===== src/rtl/oist_pkg.sv =====
// Package: request and result types, request and status codes for the ordered set table.
package oist_pkg;

  localparam int OIST_CAPACITY = 16;

  localparam logic [2:0] REQ_INSERT     = 3'd0;
  localparam logic [2:0] REQ_DELETE     = 3'd1;
  localparam logic [2:0] REQ_MEMBER     = 3'd2;
  localparam logic [2:0] REQ_COUNT      = 3'd3;
  localparam logic [2:0] REQ_LIST_NEW   = 3'd4;
  localparam logic [2:0] REQ_LIST_OLD   = 3'd5;
  localparam logic [2:0] REQ_CLEAR      = 3'd6;

  localparam logic [2:0] ST_OK      = 3'd0;
  localparam logic [2:0] ST_PRESENT = 3'd1;
  localparam logic [2:0] ST_ABSENT  = 3'd2;
  localparam logic [2:0] ST_FULL    = 3'd3;
  localparam logic [2:0] ST_EMPTY   = 3'd4;

  typedef struct packed {
    logic [2:0]         req_type;
    logic signed [31:0] value;
  } oist_req_t;

  typedef struct packed {
    logic [2:0]         status;
    logic               found;
    logic [4:0]         occupancy;
    logic signed [31:0] element;
    logic               last;
  } oist_res_t;

endpackage


===== src/rtl/oist_ram.sv =====
// Generic single-write, single-read RAM with registered read data.
module oist_ram #(
  parameter int WIDTH = 32,
  parameter int DEPTH = 16
) (
  input  logic                     clk,
  input  logic                     wr_en,
  input  logic [$clog2(DEPTH)-1:0] wr_addr,
  input  logic [WIDTH-1:0]         wr_data,
  input  logic                     rd_en,
  input  logic [$clog2(DEPTH)-1:0] rd_addr,
  output logic [WIDTH-1:0]         rd_data
);

  logic [WIDTH-1:0] mem [DEPTH];
  logic [WIDTH-1:0] rd_data_r;

  always_ff @(posedge clk) begin
    if (wr_en) begin
      mem[wr_addr] <= wr_data;
    end
    if (rd_en) begin
      rd_data_r <= mem[rd_addr];
    end
  end

  assign rd_data = rd_data_r;

endmodule


===== src/rtl/ordered_integer_set_table_unit.sv =====
// Top level: ordered set of distinct 32-bit values held in a RAM, with scan, shift and listing.
//
//   channel  direction  payload     handshake
//   in_      input      oist_req_t  in_valid / in_ready
//   out_     output     oist_res_t  out_valid / out_ready
//
// Insert, delete and member query scan the RAM one entry a cycle; a delete then shifts
// the later entries down by one. Count, clear and no-op go straight to the response.
// A listing reads each held value from the RAM, then loads it to the output.
// Reset clears the count and control only; RAM contents are never read above the count.
// A stalled output holds the sequencer; a new request is taken while the last result waits.
module ordered_integer_set_table_unit
  import oist_pkg::*;
#(
  parameter int CAPACITY = OIST_CAPACITY
) (
  input  logic      clk,
  input  logic      rst_n,
  input  logic      in_valid,
  output logic      in_ready,
  input  oist_req_t in_data,
  output logic      out_valid,
  input  logic      out_ready,
  output oist_res_t out_data
);

  localparam int CNT_W = $clog2(CAPACITY + 1);
  localparam int IDX_W = $clog2(CAPACITY);
  localparam logic [CNT_W-1:0] CAP_CNT = CNT_W'(CAPACITY);
  localparam logic [CNT_W-1:0] ONE_CNT = CNT_W'(1);

  localparam logic [2:0] S_IDLE    = 3'd0;
  localparam logic [2:0] S_SCAN    = 3'd1;
  localparam logic [2:0] S_SHIFT   = 3'd2;
  localparam logic [2:0] S_LIST_RD = 3'd3;
  localparam logic [2:0] S_LIST_WT = 3'd4;
  localparam logic [2:0] S_RESP    = 3'd5;

  logic [2:0]       state_r, state_nxt;
  logic [CNT_W-1:0] count_r, count_nxt;
  logic [CNT_W-1:0] ptr_r, ptr_nxt;
  logic             pend_r, pend_nxt;
  logic [IDX_W-1:0] pend_addr_r, pend_addr_nxt;
  logic [2:0]       req_r, req_nxt;
  logic [31:0]      value_r, value_nxt;
  logic [2:0]       res_status_r, res_status_nxt;
  logic             res_found_r, res_found_nxt;
  logic             out_valid_r, out_valid_nxt;
  oist_res_t        out_data_r, out_data_nxt;

  logic             wr_en;
  logic [IDX_W-1:0] wr_addr;
  logic [31:0]      wr_data;
  logic             rd_en;
  logic [IDX_W-1:0] rd_addr;
  logic [31:0]      rd_data;

  logic             load_ok;
  logic             hit;
  logic             list_last;

  oist_ram #(
    .WIDTH (32),
    .DEPTH (CAPACITY)
  ) u_ram (
    .clk     (clk),
    .wr_en   (wr_en),
    .wr_addr (wr_addr),
    .wr_data (wr_data),
    .rd_en   (rd_en),
    .rd_addr (rd_addr),
    .rd_data (rd_data)
  );

  assign in_ready  = (state_r == S_IDLE);
  assign out_valid = out_valid_r;
  assign out_data  = out_data_r;
  assign load_ok   = !out_valid_r || out_ready;
  assign hit       = pend_r && (rd_data == value_r);
  assign list_last = ((ptr_r + ONE_CNT) == count_r);

  always_comb begin
    state_nxt      = state_r;
    count_nxt      = count_r;
    ptr_nxt        = ptr_r;
    pend_nxt       = pend_r;
    pend_addr_nxt  = pend_addr_r;
    req_nxt        = req_r;
    value_nxt      = value_r;
    res_status_nxt = res_status_r;
    res_found_nxt  = res_found_r;
    out_valid_nxt  = out_valid_r && !out_ready;
    out_data_nxt   = out_data_r;
    wr_en          = 1'b0;
    wr_addr        = IDX_W'(count_r);
    wr_data        = value_r;
    rd_en          = 1'b0;
    rd_addr        = IDX_W'(ptr_r);

    case (state_r)
      S_IDLE: begin
        if (in_valid) begin
          req_nxt        = in_data.req_type;
          value_nxt      = in_data.value;
          ptr_nxt        = '0;
          pend_nxt       = 1'b0;
          res_status_nxt = ST_OK;
          res_found_nxt  = 1'b0;
          case (in_data.req_type)
            REQ_INSERT, REQ_DELETE, REQ_MEMBER: begin
              state_nxt = S_SCAN;
            end
            REQ_LIST_NEW, REQ_LIST_OLD: begin
              if (count_r == '0) begin
                res_status_nxt = ST_EMPTY;
                state_nxt      = S_RESP;
              end else begin
                state_nxt = S_LIST_RD;
              end
            end
            REQ_CLEAR: begin
              count_nxt = '0;
              state_nxt = S_RESP;
            end
            default: begin
              state_nxt = S_RESP;
            end
          endcase
        end
      end

      S_SCAN: begin
        if (hit || ptr_r >= count_r) begin
          pend_nxt      = 1'b0;
          res_found_nxt = hit;
          state_nxt     = S_RESP;
          case (req_r)
            REQ_INSERT: begin
              if (hit) begin
                res_status_nxt = ST_PRESENT;
              end else if (count_r == CAP_CNT) begin
                res_status_nxt = ST_FULL;
              end else begin
                wr_en     = 1'b1;
                count_nxt = count_r + ONE_CNT;
              end
            end
            REQ_DELETE: begin
              if (hit) begin
                state_nxt = S_SHIFT;
              end else begin
                res_status_nxt = ST_ABSENT;
              end
            end
            default: begin
              res_status_nxt = ST_OK;
            end
          endcase
        end else begin
          rd_en    = 1'b1;
          ptr_nxt  = ptr_r + ONE_CNT;
          pend_nxt = 1'b1;
        end
      end

      S_SHIFT: begin
        if (pend_r) begin
          wr_en   = 1'b1;
          wr_addr = pend_addr_r;
          wr_data = rd_data;
        end
        if (ptr_r < count_r) begin
          rd_en         = 1'b1;
          pend_addr_nxt = IDX_W'(ptr_r - ONE_CNT);
          ptr_nxt       = ptr_r + ONE_CNT;
          pend_nxt      = 1'b1;
        end else begin
          pend_nxt  = 1'b0;
          count_nxt = count_r - ONE_CNT;
          state_nxt = S_RESP;
        end
      end

      S_LIST_RD: begin
        rd_en = 1'b1;
        if (req_r == REQ_LIST_NEW) begin
          rd_addr = IDX_W'(count_r - ONE_CNT - ptr_r);
        end
        state_nxt = S_LIST_WT;
      end

      S_LIST_WT: begin
        if (load_ok) begin
          out_valid_nxt          = 1'b1;
          out_data_nxt.status    = ST_OK;
          out_data_nxt.found     = 1'b0;
          out_data_nxt.occupancy = 5'(count_r);
          out_data_nxt.element   = rd_data;
          out_data_nxt.last      = list_last;
          ptr_nxt                = ptr_r + ONE_CNT;
          state_nxt              = list_last ? S_IDLE : S_LIST_RD;
        end
      end

      S_RESP: begin
        if (load_ok) begin
          out_valid_nxt          = 1'b1;
          out_data_nxt.status    = res_status_r;
          out_data_nxt.found     = res_found_r;
          out_data_nxt.occupancy = 5'(count_r);
          out_data_nxt.element   = '0;
          out_data_nxt.last      = 1'b1;
          state_nxt              = S_IDLE;
        end
      end

      default: begin
        state_nxt = S_IDLE;
      end
    endcase
  end

  always_ff @(posedge clk) begin
    if (!rst_n) begin
      state_r     <= S_IDLE;
      count_r     <= '0;
      ptr_r       <= '0;
      pend_r      <= 1'b0;
      out_valid_r <= 1'b0;
    end else begin
      state_r     <= state_nxt;
      count_r     <= count_nxt;
      ptr_r       <= ptr_nxt;
      pend_r      <= pend_nxt;
      out_valid_r <= out_valid_nxt;
    end
  end

  always_ff @(posedge clk) begin
    pend_addr_r  <= pend_addr_nxt;
    req_r        <= req_nxt;
    value_r      <= value_nxt;
    res_status_r <= res_status_nxt;
    res_found_r  <= res_found_nxt;
    out_data_r   <= out_data_nxt;
  end

  a_count_bound: assert property (@(posedge clk) disable iff (!rst_n)
    count_r <= CAP_CNT)
    else $error("held count above capacity");

  a_idle_no_pend: assert property (@(posedge clk) disable iff (!rst_n)
    in_ready |-> !pend_r)
    else $error("read still pending while idle");

  a_list_in_range: assert property (@(posedge clk) disable iff (!rst_n)
    (state_r == S_LIST_WT) |-> (ptr_r < count_r))
    else $error("listing index beyond held count");

  a_wr_in_range: assert property (@(posedge clk) disable iff (!rst_n)
    wr_en |-> (32'(wr_addr) < 32'(CAPACITY)))
    else $error("write beyond table");

  a_count_step: assert property (@(posedge clk) disable iff (!rst_n)
    (state_r == S_SHIFT) && (state_nxt == S_RESP) |=> (count_r == $past(count_r) - ONE_CNT))
    else $error("delete did not lower count");

endmodule

===== config.mk =====
export PLATFORM = sky130hd
export DESIGN_NAME = ordered_integer_set_table_unit
export DESIGN_NICKNAME = d
export VERILOG_FILES = /design/src/rtl/oist_pkg.sv /design/src/rtl/oist_ram.sv /design/src/rtl/ordered_integer_set_table_unit.sv
export SDC_FILE = /design/constraint.sdc
export NUM_CORES = 1
export LEC_CHECK = 0
export BUFFER_PORTS_ARGS = -buffer_cell sky130_fd_sc_hd__clkbuf_2
export CAP_MARGIN = 20
export CORE_ASPECT_RATIO = 0.5
export CORE_MARGIN = 2
export CORE_UTILIZATION = 31
export DETAILED_ROUTE_END_ITERATION = 8
export HOLD_SLACK_MARGIN = 0.03
export PLACE_DENSITY = 0.55
export SYNTH_ARGS = -nofsm -noshare
export SYNTH_HDL_FRONTEND = slang
export SYNTH_HIERARCHICAL = 1
export SYNTH_SLANG_ARGS = --single-unit
export TNS_END_PERCENT = 100

===== constraint.sdc =====
create_clock -name clk -period 5.5 [get_ports clk]
set_input_delay 0.55 -clock clk [delete_from_list [all_inputs] [get_ports clk]]
set_output_delay 0.55 -clock clk [all_outputs]
set_load 0.03 [all_outputs]

# After elaboration in Yosys (flattened, before gate mapping)
# Memory sizes are Yosys's and may differ from the RTL's. A register that Yosys moved wholly into a read port is not among the register bits.
# Cells that the tools add are included.
totals:
  ff_bits: 100
  latchBits: 0
  ram_bits: 512
  mem_bits_ro: 0
  out_inout_bits: 44
  n_memories: 1
classes:
  add_sub_neg: 5
  mul: 0
  div: 0
  n_lt_le_gt_ge: 2
  n_eq_ne: 28
  shift: 0
  mux: 59
  bitwise: 0
  reduce_logical: 26
mem_list:
  columns: ["name", "depth", "width", "read_ports", "rd_ports_with_merged_regs", "write_ports", "line_no", "source"]
  rows:
  - ["u_ram.mem", 16, 32, 1, 1, 1, "oist_ram.sv:15", "logic [WIDTH-1:0] mem [DEPTH];"]
ops:
  columns: ["operator", "count"]
  rows:
  - ["two-way mux 42 bit", 2]
  - ["case mux 42 bit (2 select lines)", 1]
  - ["two-way mux 32 bit", 2]
  - ["two-way mux 5 bit", 11]
  - ["two-way mux 3 bit", 15]
  - ["equality test 32 bit", 1]
  - ["case mux 5 bit (4 select lines)", 1]
  - ["equality test 3 bit (second input constant)", 6]
  - ["!= test 2 bit (second input constant)", 9]
  - ["case mux 3 bit (2 select lines)", 3]
  - ["case mux 3 bit (6 select lines)", 1]
  - ["two-way mux 4 bit", 4]
  - ["case mux 5 bit (3 select lines)", 1]
  - ["AND reduction 5 bit", 3]
  - ["two-way mux 1 bit", 13]
  - ["adder 5 x 1 -> 5 bit (second input constant)", 2]
  - ["equality test 3 x 1 -> 1 bit (second input constant)", 3]
  - ["equality test 3 x 2 -> 1 bit (second input constant)", 3]
  - ["logical NOT 3 bit", 3]
  - ["AND reduction 8 bit", 1]
  - ["case mux 1 bit (3 select lines)", 2]
  - ["AND reduction 2 bit", 3]
  - ["AND reduction 3 bit", 2]
  - ["equality test 5 bit", 1]
  - ["20 further kinds", 27]

# Logic depth before layout (Yosys ltp)
# Gate-level depths: netlist (run 1).
logic_depth:
  depth_word: 8
  ltp_mapped: 15
  ltp_nobuf: 12

# Hierarchy
# Netlist (run 1), hierarchy kept.
by_module_without_submodules:
  columns: ["module", "instances", "cells_each", "area_each_um2"]
  rows:
  - ["oist_ram", 1, 838, 20155.6]
  - ["ordered_integer_set_table_unit", 1, 444, 5386.4]

# Worst setup path after synthesis (run 1)
# Ideal clock, no wire load.
synth_path:
  path_type: "flip-flop to flip-flop"
  start: "reg count_r[1]"
  end: "mem u_ram.mem[0][0] (enable)"
  arrival_time_ns: 4.266
  path_slack_ns: 0.773
  stages_incl_launch_ff: 10
  period_less_slack_ns: 4.727
  path_cell_list: "dfxtp_1 > clkbuf_1 > inv_1 > ha_1 > a21oi_1 > o21ai_2 > nand3_1 > o21bai_1 > or3b_2 > nor3_1"
synth_via:
  elab_chain_cells: 8
  word_cells_on_any_way: 12
  cone_classes: "order compare: 1; eq/ne: 1; mux: 9; reduce/logical: 1"
synth_rtl:
  columns: ["element", "line_no", "source"]
  rows:
  - ["from (decl)", "ordered_integer_set_table_unit.sv:40", "logic [CNT_W-1:0] count_r, count_nxt;"]
  - ["from (signal assigned)", "ordered_integer_set_table_unit.sv:232", "count_r <= count_nxt;"]
  - ["equality test 5 bit", "ordered_integer_set_table_unit.sv:141", "end else if (count_r == CAP_CNT) begin"]
  - ["two-way mux 1 bit", "ordered_integer_set_table_unit.sv:141", null]
  - ["two-way mux 1 bit", "ordered_integer_set_table_unit.sv:139", "if (hit) begin"]
  - ["two-way mux 1 bit", "ordered_integer_set_table_unit.sv:137", "case (req_r)"]
  - ["two-way mux 1 bit (*)", "ordered_integer_set_table_unit.sv:133", "if (hit || ptr_r >= count_r) begin"]
  - ["case mux 1 bit (2 select lines) (*)", "ordered_integer_set_table_unit.sv:100", "case (state_r)"]
  - ["named net wr_en", "ordered_integer_set_table_unit.sv:51", "logic wr_en;"]
  - ["two-way mux 1 bit (*)", "oist_ram.sv:19", "if (wr_en) begin"]
  - ["two-way mux 1 bit (implied by the code) (*)", "oist_ram.sv:20", "mem[wr_addr] <= wr_data;"]
  - ["to (decl)", "oist_ram.sv:15", null]
# Mark *: on every way through the listed nets, which the timed path passes. The rest lies on a longest branch.

# Worst setup path after layout (run 1)
layout_path:
  start: "reg state_r[1]"
  end: "mem u_ram.mem[14][22] (enable)"
layout_via:
  word_cells_on_any_way: 6
  cone_classes: "eq/ne: 2; mux: 4"
layout_lines:
  columns: ["element", "line_no", "source"]
  rows:
  - ["from (decl)", "ordered_integer_set_table_unit.sv:39", "logic [2:0] state_r, state_nxt;"]
  - ["from (signal assigned)", "ordered_integer_set_table_unit.sv:231", "state_r <= state_nxt;"]
  - ["equality test 3 x 2 -> 1 bit", "ordered_integer_set_table_unit.sv:100", null]
  - ["two-way mux 4 bit", "ordered_integer_set_table_unit.sv:100", null]
  - ["named net wr_addr[1]", "ordered_integer_set_table_unit.sv:52", "logic [IDX_W-1:0] wr_addr;"]
# The timed path passes the listed nets, and every way through them passes these cells.

==> reports/results.ini, run 1 <==
[clock_network]
post_cts.resized_instances = 0
cts.sinks = 644
holdBufCountCts = 0
clk_root_buffer_cell = clkbuf_16
ctsHtreeMaxLevel = 2
maximum_root_to_sink_buffer_count = 3
clock_tree_from_tritoncts = done
postCtsSetupBuffers = 0
insertion_delay_ns = 0.64
tritoncts.num_buffers = 58
path_clk_slew_ns = 0.06

[sta]
finalCriticalPeriod_ns = 4.37
finalSetupTns_ns = 0
rsz0062_at_grt = false
final-max-slew-violation-count = 0
finalCritPeriodShare = 0.794
max_slew.worst_pin.slew_ns = 1.04
slew_headroom = 0.298
finalSetupViolations = 0
final.setup_skew_ns = 0.0353
timing.fmax_mhz = 229
report.final.hold_viol_count = 0

[power]
swShare = 0.305
comb_power_share = 0.247
switching_power_mw = 4.18
clock_power_share = 0.287
ir_drop_uv = 274
leakage_nw = 9.11
cellInternalPower_mw = 9.52
pwr_density_cell_nw_per_um2 = 466
seqPwrFrac = 0.466

[drt]
vias_per_cell = 5.01
ant_nets = 0
dr.first_iter.drc_count = 1286
drt-total-wl_um = 62700
route.detailed.drc = 0
dr.pass1.iters = 5
routed_wire_length_per_instance_um = 24.6
vias = 12800

[worst_setup_path]
critical_path.endpoint = u_ram/mem[14][22]
start_of_the_worst_register_to_register_path = state_r[1]
worst-path-max-fanout = 39
r2r_setup_slack_ns = 1.13
crit_path_max_incr_delay_ns = 0.85
worstReg2RegEnd = u_ram/mem[14][22]
required_ns = 5.83
r2r_cells = 8
crit_start = state_r[1]
timing.critical_path.cells = and3_1 -> and2_2 -> buf_4 -> nand2_1 -> o21ai_0 -> nand2b_1 -> nor2_4 -> buf_4
cpMaxStageDelayCell = dfxtp_1
critical_path_class = reg -> reg
critical-path-top-cell-by-count = buf_4
arrival_time_of_data_at_the_critical_path_endpoint_ns = 4.70
timing.critical_path.to_type = flop
crit_path_start_kind = flop

[job]
cap_viol_max_count = 0

[hold_path]
min-delay-path-class = in -> reg

[yosys]
syn_area_um2 = 25500
synth-edff-count = 629
ys_seq_elements = 644
postSynthAreaPerCell_um2 = 19.9
synth-warning-count = 6
predominant_post_synthesis_flop_cell = edfxtp_1
ys_types = 69
synthesized_netlist_cell_count = 1282
synth-async-reset-ratio = 0
synth_nets = 1335
ys_seq_area_frac = 0.751

[cells_and_area]
fin_area_um2 = 29400
multi_input_area_um2 = 6120
seq_area_um2 = 19200
final_layout_size_suffix_gt1_frac = 0.278
fin_cells = 2547
final_util = 0.360
diodes = 0
finalNetCount = 1454
n_fill_cell = 7483
synthToLayoutAreaGrowth_pct = 15.0

[placement]
port-buffer-count = 82
place.detailed.instances = 2442
post-dp-hpwl_um = 37100
detailed_place.area_um2 = 27500
finalWeightedCongestion = 0.801

[outcome]
status = completed

[grt]
track_usage = 0.147
grt_max_degree = 89
grt_antenna_before_repair = 0
wire_length_of_the_first_global_routing_pass_um = 90600
first_global_vias = 12700
grt_remaining_overflow = 0

[die]
core-area_um2 = 81600
start_util = 0.313
die_ht_um = 207
die-width_um = 410
die_area_um2 = 84800
top_level_ports = 83
rows = 74

logic make-up (layout without fill, tap and decap cells):
kind of cell    Yosys count  count (layout)  synth area share
flops                   644             644             0.751
simple gates            203             203            0.0420
mux                     164             164             0.129
compound gates          131             131            0.0384
xor+xnor                 47              47            0.0161
buf+inv                  79             242            0.0160
fa+ha+maj                14              14           0.00715
placed cells by master (no fill, tap or decap), drive strengths merged, types with 34 or more instances in the layout:
cell / synthesis / layout
mux2: 34 / 34
and2: 38 / 38
mux4: 129 / 129
xor2: 38 / 38
a22oi: 65 / 65
buf: 36 / 40
nand2: 51 / 51
nor2: 40 / 40
edfxtp: 629 / 629
clkbuf: 27 / 153
through the flow:
| stage | worst slack (ns) | power [mW] | hold slack (ns) |
|---|---|---|---|
| 3_3_place_gp | 1.28 | 9.88 | 0.530 |
| 2_1_floorplan | 0.773 | 8.79 | 0.409 |
| 3_5_place_dp | 1.16 | 9.90 | 0.542 |
| 4_1_cts | 1.16 | 13.8 | 0.0335 |
| 5_1_grt | 0.883 | 14.3 | 0.0577 |
| 6_report | 1.13 | 13.7 | 0.0810 |
power groups by stage:
stage / clock (mW) / sequential, mW / combinational, mW
2_1_floorplan: 0 / 6.53 / 2.26
3_3_place_gp: 0 / 6.49 / 3.39
3_5_place_dp: 0 / 6.49 / 3.42
4_1_cts: 4.04 / 6.39 / 3.42
5_1_grt: 4.20 / 6.41 / 3.66
6_report: 3.94 / 6.38 / 3.38
critical path, delay by kind of cell (launching register included):
| family | cells | cell delay, ns |
|---|---|---|
| AO/OA/AOI/OAI | 1 | 0.41 |
| AND/OR/NAND/NOR | 5 | 1.86 |
| buffers and inverters | 2 | 0.92 |
| flip-flops | 1 | 0.85 |
worst min path at each step:
stage / from / endpoint / slack (ns) / cells after the start
finish: in_data[10] / value_r[10] / 0.08 / 1
global route: in_data[20] / value_r[20] / 0.06 / 1
CTS: in_data[10] / value_r[10] / 0.03 / 1
detailed placement: res_found_r / out_data[38] / 0.54 / 1
global placement: ptr_r[4] / ptr_r[4] / 0.53 / 2
floorplan: count_r[2] / out_data[35] / 0.41 / 0
cell usage after synthesis (all sizes together), types with 13 or more instances:
library cell / count / area [um2]
a21oi: 14 / 85.1
nor3: 15 / 86.3
nand3: 13 / 65.1
mux2: 34 / 383
buf: 36 / 216
mux4: 129 / 2910
and2: 38 / 240
xor2: 38 / 333
inv: 16 / 60.1
nor2: 40 / 166
ha: 13 / 163
o21ai: 20 / 104
a22oi: 65 / 488
clkbuf: 27 / 131
dfxtp: 15 / 300
nand2: 51 / 191
edfxtp: 629 / 18900
state kept, by name, summed over array words and instances, names as in the netlist:
| name | cells |
|---|---|
| value_r | 32 |
| u_ram/mem | 512 |
| u_ram/rd_data | 32 |
| out_valid | 1 |
| out_data | 42 |
| state_r | 3 |
| res_found_r | 1 |
| count_r | 5 |
| res_status_r | 3 |
| ptr_r | 5 |
| req_r | 3 |
| pend_addr_r | 4 |
| pend_r | 1 |
per-layer routing:
layer	global-route usage	up-vias	wire [um]
met2	0.232	439	29000
met5	0	-	0
met1	0.211	6774	28400
met3	0.0259	84	3930
li1	-	5466	-
met4	0.0397	0	1330
final cells by class:
type                       count  area share
sequential                   644       0.653
multi-input combinational    559       0.208
clock buffer                  71      0.0511
tap                         1102      0.0469
timing repair buffer         122      0.0276
clock inverter                33      0.0109
inverter                      16     0.00204
(Power assumes the default switching activity.)
==> run 2, diff against run 1 <==
clock period = 4.42 ns   (was 5.5 ns; I/O delays follow)
==> run 2 against run 1 <==
Total power up 28%. Wire length up 1.7%. Combinational power up 31%. Clock power up 32%. Cell area up 2.5%. Sequential cell count unchanged. Critical path type unchanged. Largest cell class unchanged. Largest power group unchanged.
==> reports/results.ini, run 2 (synthesis results as in run 1) <==
[clock_network]
ctsHtreeMaxLevel = 2  ; unchanged
cts.sinks = 644  ; unchanged
path_clk_slew_ns = 0.07  ; was 0.06 ns
insertion_delay_ns = 0.65  ; was 0.64 ns
clock_tree_from_tritoncts = done  ; unchanged
maximum_root_to_sink_buffer_count = 3  ; unchanged
tritoncts.num_buffers = 60  ; was 58
clk_root_buffer_cell = clkbuf_16  ; unchanged

[placement]
port-buffer-count = 82  ; unchanged
finalWeightedCongestion = 0.804  ; was 0.801
post-place-ws_ns = 0.465  ; was 1.16 ns
post-dp-hpwl_um = 36900  ; was 37100 um
detailed_place.area_um2 = 27800  ; was 27500 um2

[worst_setup_path]
required_ns = 4.89  ; was 5.83 ns
critical_path_class = reg -> reg  ; unchanged
worstPathBufferInverterCount = 3  ; was 2
timing.critical_path.to_type = flop  ; unchanged
arrival_time_of_data_at_the_critical_path_endpoint_ns = 4.45  ; was 4.70 ns
crit_path_max_incr_delay_ns = 0.69  ; was 0.85 ns
timing.critical_path.cells = inv_1 -> ha_1 -> inv_1 -> ha_1 -> a21o_1 -> a21oi_1 -> xnor2_1 -> nor2_1 -> xor2_1 -> nor2b_4 -> buf_12 -> a22oi_1 -> nand2_1  ; was and3_1 -> and2_2 -> buf_4 -> nand2_1 -> o21ai_0 -> nand2b_1 -> nor2_4 -> buf_4
crit_path_start_kind = flop  ; unchanged
worst-path-max-fanout = 18  ; was 39
critPathTopFamily = simple AND/OR/NAND/NOR gates  ; unchanged
cpMaxStageDelayCell = nor2b_4  ; was dfxtp_1

[grt]
first_global_vias = 13100  ; was 12.7k
grt_remaining_overflow = 0  ; unchanged
grt_max_degree = 59  ; was 89
track_usage = 0.150  ; was 0.147
grt_antenna_before_repair = 1  ; was 0
wire_length_of_the_first_global_routing_pass_um = 92300  ; was 90600 um

[sta]
finalSetupViolations = 0  ; unchanged
final-max-slew-violation-count = 0  ; unchanged
report.final.hold_viol_count = 0  ; unchanged
finalSetupTns_ns = 0  ; unchanged
finalCriticalPeriod_ns = 3.98  ; was 4.37 ns
timing.fmax_mhz = 251  ; was 229 MHz
rsz0062_at_grt = false  ; unchanged
finalCritPeriodShare = 0.900  ; was 0.794
max_slew.worst_pin.slew_ns = 1.07  ; was 1.04 ns
post-route-worst-setup-slack_ns = 0.443  ; was 1.13 ns
hold-worst-slack_ns = 0.0651  ; was 0.0810 ns
final.setup_skew_ns = 0.0487  ; was 0.0353 ns
slew_headroom = 0.285  ; was 0.298

[power]
ir_drop_uv = 335  ; was 274 uV
power.total_mw = 17.5  ; was 13.7 mW
leakage_nw = 9.42  ; was 9.11 nW
pwr_density_cell_nw_per_um2 = 580  ; was 466 nW/um2

[drt]
vias_per_cell = 5.02  ; was 5.01
vias = 13100  ; was 12.8k
dr.pass1.iters = 5  ; unchanged
ant_nets = 0  ; unchanged
routed_wire_length_per_instance_um = 24.5  ; was 24.6 um
dr.first_iter.drc_count = 1364  ; was 1286
route.detailed.drc = 0  ; unchanged
drt-total-wl_um = 63700  ; was 62700 um

[cells_and_area]
synthToLayoutAreaGrowth_pct = 17.9  ; was 15.0%
fin_area_um2 = 30100  ; was 29400 um2
diodes = 0  ; unchanged
multi_input_area_um2 = 6130  ; was 6120 um2
seq_area_um2 = 19200  ; unchanged
number_of_flip_flops_under_the_largest_register_name = 512  ; unchanged
most_common_cell_after_layout_fill_and_taps_aside = edfxtp_1  ; unchanged
register_with_the_highest_flop_count = u_ram/mem  ; unchanged
n_fill_cell = 7452  ; was 7483
finalNetCount = 1500  ; was 1454
final_cell_mix = 629 x edfxtp_1, 129 x mux4_2, 82 x clkbuf_2, 65 x a22oi_1, 60 x clkbuf_16  ; was 629 x edfxtp_1, 129 x mux4_2, 82 x clkbuf_2, 65 x a22oi_1, 58 x clkbuf_16
final_layout_size_suffix_gt1_frac = 0.285  ; was 0.278

[die]
core-area_um2 = 81600  ; unchanged
die-width_um = 410  ; unchanged
start_util = 0.313  ; unchanged
die_area_um2 = 84800  ; unchanged
die_ht_um = 207  ; unchanged
rows = 74  ; unchanged
top_level_ports = 83  ; unchanged

[hold_path]
min-delay-path-class = in -> reg  ; unchanged

[outcome]
status = completed  ; unchanged

[job]
cap_viol_max_count = 0  ; unchanged

[run 2: changes by cell type in the layout (fill, tap and decap cells not counted)]
cell and change:
bufinv_16 +3, buf_12 +14, nor3_2 -1, clkbuf_1 -2, clkinv_1 -2, dlygate4sd3_1 +32
clkinv_4 -3, nor3_4 +1, clkinv_2 +10, clkbuf_16 +2, buf_4 -2
[run 2: layout make-up]
| type | instances | share of cell area |
|---|---|---|
| Timing Repair Buffer | 166 | 0.0464 |
| Tap cell | 1102 | 0.0458 |
| Clock inverter | 41 | 0.0142 |
| Clock buffer | 71 | 0.0512 |
| Inverter | 16 | 0.00199 |
| Sequential cell | 644 | 0.637 |
| Multi-Input combinational cell | 559 | 0.204 |
[run 2: power by group]
group / switching (mW) / internal, mW
clock: 2.29 / 2.91
sequential: 0.247 / 7.59
combinational: 2.75 / 1.69
[run 2: timing repair]
action / CTS / global route
hold buffers: 32 / 0
setup buffers: 0 / 0
gates resized for setup: 0 / 0
hold endpoints to repair: 32 / 0
[run 2: metal layers]
| layer | GRT usage | up-vias | routed length, um |
|---|---|---|---|
| met1 | 0.209 | 7003 | 28200 |
| li1 | - | 5585 | - |
| met2 | 0.246 | 390 | 30600 |
| met3 | 0.0277 | 70 | 3980 |
| met4 | 0.0322 | 2 | 937 |
| met5 | 0 | - | 17 |
[run 2: final timing paths]
path | startpoint | depth (start not counted) | slack [ns] | to
min reg2reg | res_found_r | 1 | 0.55 | out_data[38]
min | in_data[32] | 1 | 0.07 | req_r[0]
max reg2reg | count_r[1] | 13 | 0.44 | u_ram/rd_data[31]
max | count_r[1] | 13 | 0.44 | u_ram/rd_data[31]
[run 2: stage by stage]
stage | instances | utilization
final | 2599 | 0.369
after global routing | 2599 | 0.369
after CTS | 2599 | 0.369
after detailed placement | 2455 | 0.341
after global placement | 2454 | 0.341
after floorplan | 1282 | -
[run 2: worst reg2reg max path, cell delays in order (launching register included)]
cell and delay (ns):
dfxtp_1 0.57, inv_1 0.21, ha_1 0.41, inv_1 0.10, ha_1 0.27, a21o_1 0.18, a21oi_1 0.16, xnor2_1 0.09
nor2_1 0.11, xor2_1 0.46, nor2b_4 0.69, buf_12 0.29, a22oi_1 0.15, nand2_1 0.13
==> run 3, diff against run 2 <==
clock period = 5.1 ns   (was 4.42 ns; I/O delays follow)
==> run 3 against run 2 <==
Critical path depth is 5 lower. Count of clock-buffer cells in the layout is 2 higher. Utilization is 0.28 points lower. Wire length is 3.0% lower. Global-route usage is 0.55 points lower. Worst setup slack better by 0.57 ns. Clock skew is 0.0090 ns lower. Sequential cell count stayed put. Critical endpoint is now u_ram/mem[15][31]. Largest power group unchanged. Highest routed layer is now met4.
==> reports/results.ini, run 3 (synthesis results as in run 1) <==
[sta]
final.setup_skew_ns = 0.0397  ; was 0.0487 ns
finalSetupTns_ns = 0  ; unchanged
post-route-worst-setup-slack_ns = 1.01  ; was 0.443 ns
finalSetupViolations = 0  ; unchanged
finalCriticalPeriod_ns = 4.09  ; was 3.98 ns
final-max-slew-violation-count = 0  ; unchanged
slew_headroom = 0.274  ; was 0.285
max_slew.worst_pin.slew_ns = 1.09  ; was 1.07 ns
timing.fmax_mhz = 245  ; was 251 MHz
report.final.hold_viol_count = 0  ; unchanged
finalCritPeriodShare = 0.802  ; was 0.900
rsz0062_at_grt = false  ; unchanged

[grt]
first_global_vias = 12700  ; was 13.1k
grt_antenna_before_repair = 0  ; was 1
wire_length_of_the_first_global_routing_pass_um = 88800  ; was 92300 um
grt_max_degree = 62  ; was 59
track_usage = 0.144  ; was 0.150
grt_remaining_overflow = 0  ; unchanged

[placement]
place.detailed.instances = 2443  ; was 2455
post-dp-hpwl_um = 37000  ; was 36900 um
finalWeightedCongestion = 0.795  ; was 0.804
port-buffer-count = 82  ; unchanged
post-place-ws_ns = 1.05  ; was 0.465 ns

[drt]
routed_wire_length_per_instance_um = 24.0  ; was 24.5 um
vias_per_cell = 4.96  ; was 5.02
route.detailed.drc = 0  ; unchanged
dr.first_iter.drc_count = 1360  ; was 1364
drt-total-wl_um = 61800  ; was 63700 um
dr.pass1.iters = 5  ; unchanged
vias = 12800  ; was 13.1k
ant_nets = 0  ; unchanged

[power]
cellInternalPower_mw = 10.7  ; was 12.2 mW
power.total_mw = 15.3  ; was 17.5 mW
leakage_nw = 9.35  ; was 9.42 nW
pwr_density_cell_nw_per_um2 = 512  ; was 580 nW/um2
seqPwrFrac = 0.448  ; about the same
swShare = 0.298  ; was 0.302
comb_power_share = 0.243  ; was 0.254
clock_power_share = 0.309  ; was 0.298
ir_drop_uv = 255  ; was 335 uV
switching_power_mw = 4.56  ; was 5.28 mW

[clock_network]
postCtsSetupBuffers = 0  ; unchanged
clk_root_buffer_cell = clkbuf_16  ; unchanged
clock_tree_from_tritoncts = done  ; unchanged
ctsHtreeMaxLevel = 2  ; unchanged
post_cts.resized_instances = 0  ; unchanged
holdBufCountCts = 23  ; was 32
tritoncts.num_buffers = 60  ; unchanged
cts.sinks = 644  ; unchanged
maximum_root_to_sink_buffer_count = 3  ; unchanged
insertion_delay_ns = 0.65  ; about the same
path_clk_slew_ns = 0.06  ; was 0.07 ns

[die]
die_area_um2 = 84800  ; unchanged
die_ht_um = 207  ; unchanged
start_util = 0.313  ; unchanged
top_level_ports = 83  ; unchanged
rows = 74  ; unchanged
core-area_um2 = 81600  ; unchanged
die-width_um = 410  ; unchanged

[cells_and_area]
n_fill_cell = 7488  ; was 7452
diodes = 0  ; unchanged
finalNetCount = 1480  ; was 1500
final_util = 0.367  ; was 0.369
final_layout_size_suffix_gt1_frac = 0.281  ; was 0.285
number_of_flip_flops_under_the_largest_register_name = 512  ; unchanged
fin_cells = 2576  ; was 2599
register_with_the_highest_flop_count = u_ram/mem  ; unchanged
synthToLayoutAreaGrowth_pct = 17.0  ; was 17.9%
final_cell_mix = 629 x edfxtp_1, 129 x mux4_2, 82 x clkbuf_2, 65 x a22oi_1, 61 x clkbuf_16  ; was 629 x edfxtp_1, 129 x mux4_2, 82 x clkbuf_2, 65 x a22oi_1, 60 x clkbuf_16
most_common_cell_after_layout_fill_and_taps_aside = edfxtp_1  ; unchanged

[outcome]
status = completed  ; unchanged

[hold_path]
min-delay-path-class = in -> reg  ; unchanged
hold-path-cell-count = 1  ; unchanged

[worst_setup_path]
required_ns = 5.42  ; was 4.89 ns
worst-path-max-fanout = 39  ; was 18
critical_path_class = reg -> reg  ; unchanged
arrival_time_of_data_at_the_critical_path_endpoint_ns = 4.41  ; was 4.45 ns
crit_path_start_kind = flop  ; unchanged
timing.critical_path.to_type = flop  ; unchanged
r2r_cells = 8  ; was 13

[job]
cap_viol_max_count = 0  ; unchanged

-- run 3: cell types whose count changed in the layout (fill, tap and decap cells not counted), moves of 3 or more --
cell           delta
buf_12           -12
clkinv_2          -4
bufinv_16         +4
clkinv_1          -3
dlygate4sd3_1     -9
-- run 3: power by group through the flow --
stage	logic [mW]	clock network, mW	registers [mW]
floorplan	2.44	0	7.04
global placement	3.72	0	6.97
detailed placement	3.73	0	6.98
CTS	3.76	4.82	6.86
global route	4.03	5.02	6.90
finish	3.71	4.72	6.86
-- run 3: area by class of cell --
cell class                      count  area (um2)  share of cell area
Multi-Input combinational cell    559        6120               0.205
Timing Repair Buffer              146        1070              0.0359
Clock inverter                     36         499              0.0167
Inverter                           16        60.1             0.00201
Tap cell                         1102        1380              0.0461
Clock buffer                       73        1570              0.0526
Sequential cell                   644       19200               0.642
-- run 3: path summary, 6_finish.rpt --
path	start	slack, ns	end
worst max-delay path	state_r[1]	1.01	u_ram/mem[15][31]
worst min-delay path	in_data[5]	0.07	value_r[5]
worst max register to register	state_r[1]	1.01	u_ram/mem[15][31]
worst min register to register	res_status_r[1]	0.55	out_data[40]
-- run 3: critical path, cell delays in order (launching register included) --
cell	delay [ns]
dfxtp_1	0.84
and3_1	0.39
and2_2	0.20
buf_4	0.54
nand2_1	0.10
o21ai_0	0.37
nand2_1	0.47
nor2_4	0.59
buf_12	0.25
-- run 3: routing by layer --
layer | GRT usage | wire, um
met4 | 0.0345 | 1130
met2 | 0.226 | 28600
met3 | 0.0277 | 4340
met5 | 0 | 0
met1 | 0.208 | 27700
-- run 3: per-stage QoR --
stage / hold WS, ns / area (um2)
2_1_floorplan: 0.409 / 25500
5_1_grt: 0.0378 / 29900
6_report: 0.0669 / 29900
3_5_place_dp: 0.543 / 27600
3_3_place_gp: 0.541 / 27600
4_1_cts: 0.0309 / 29900
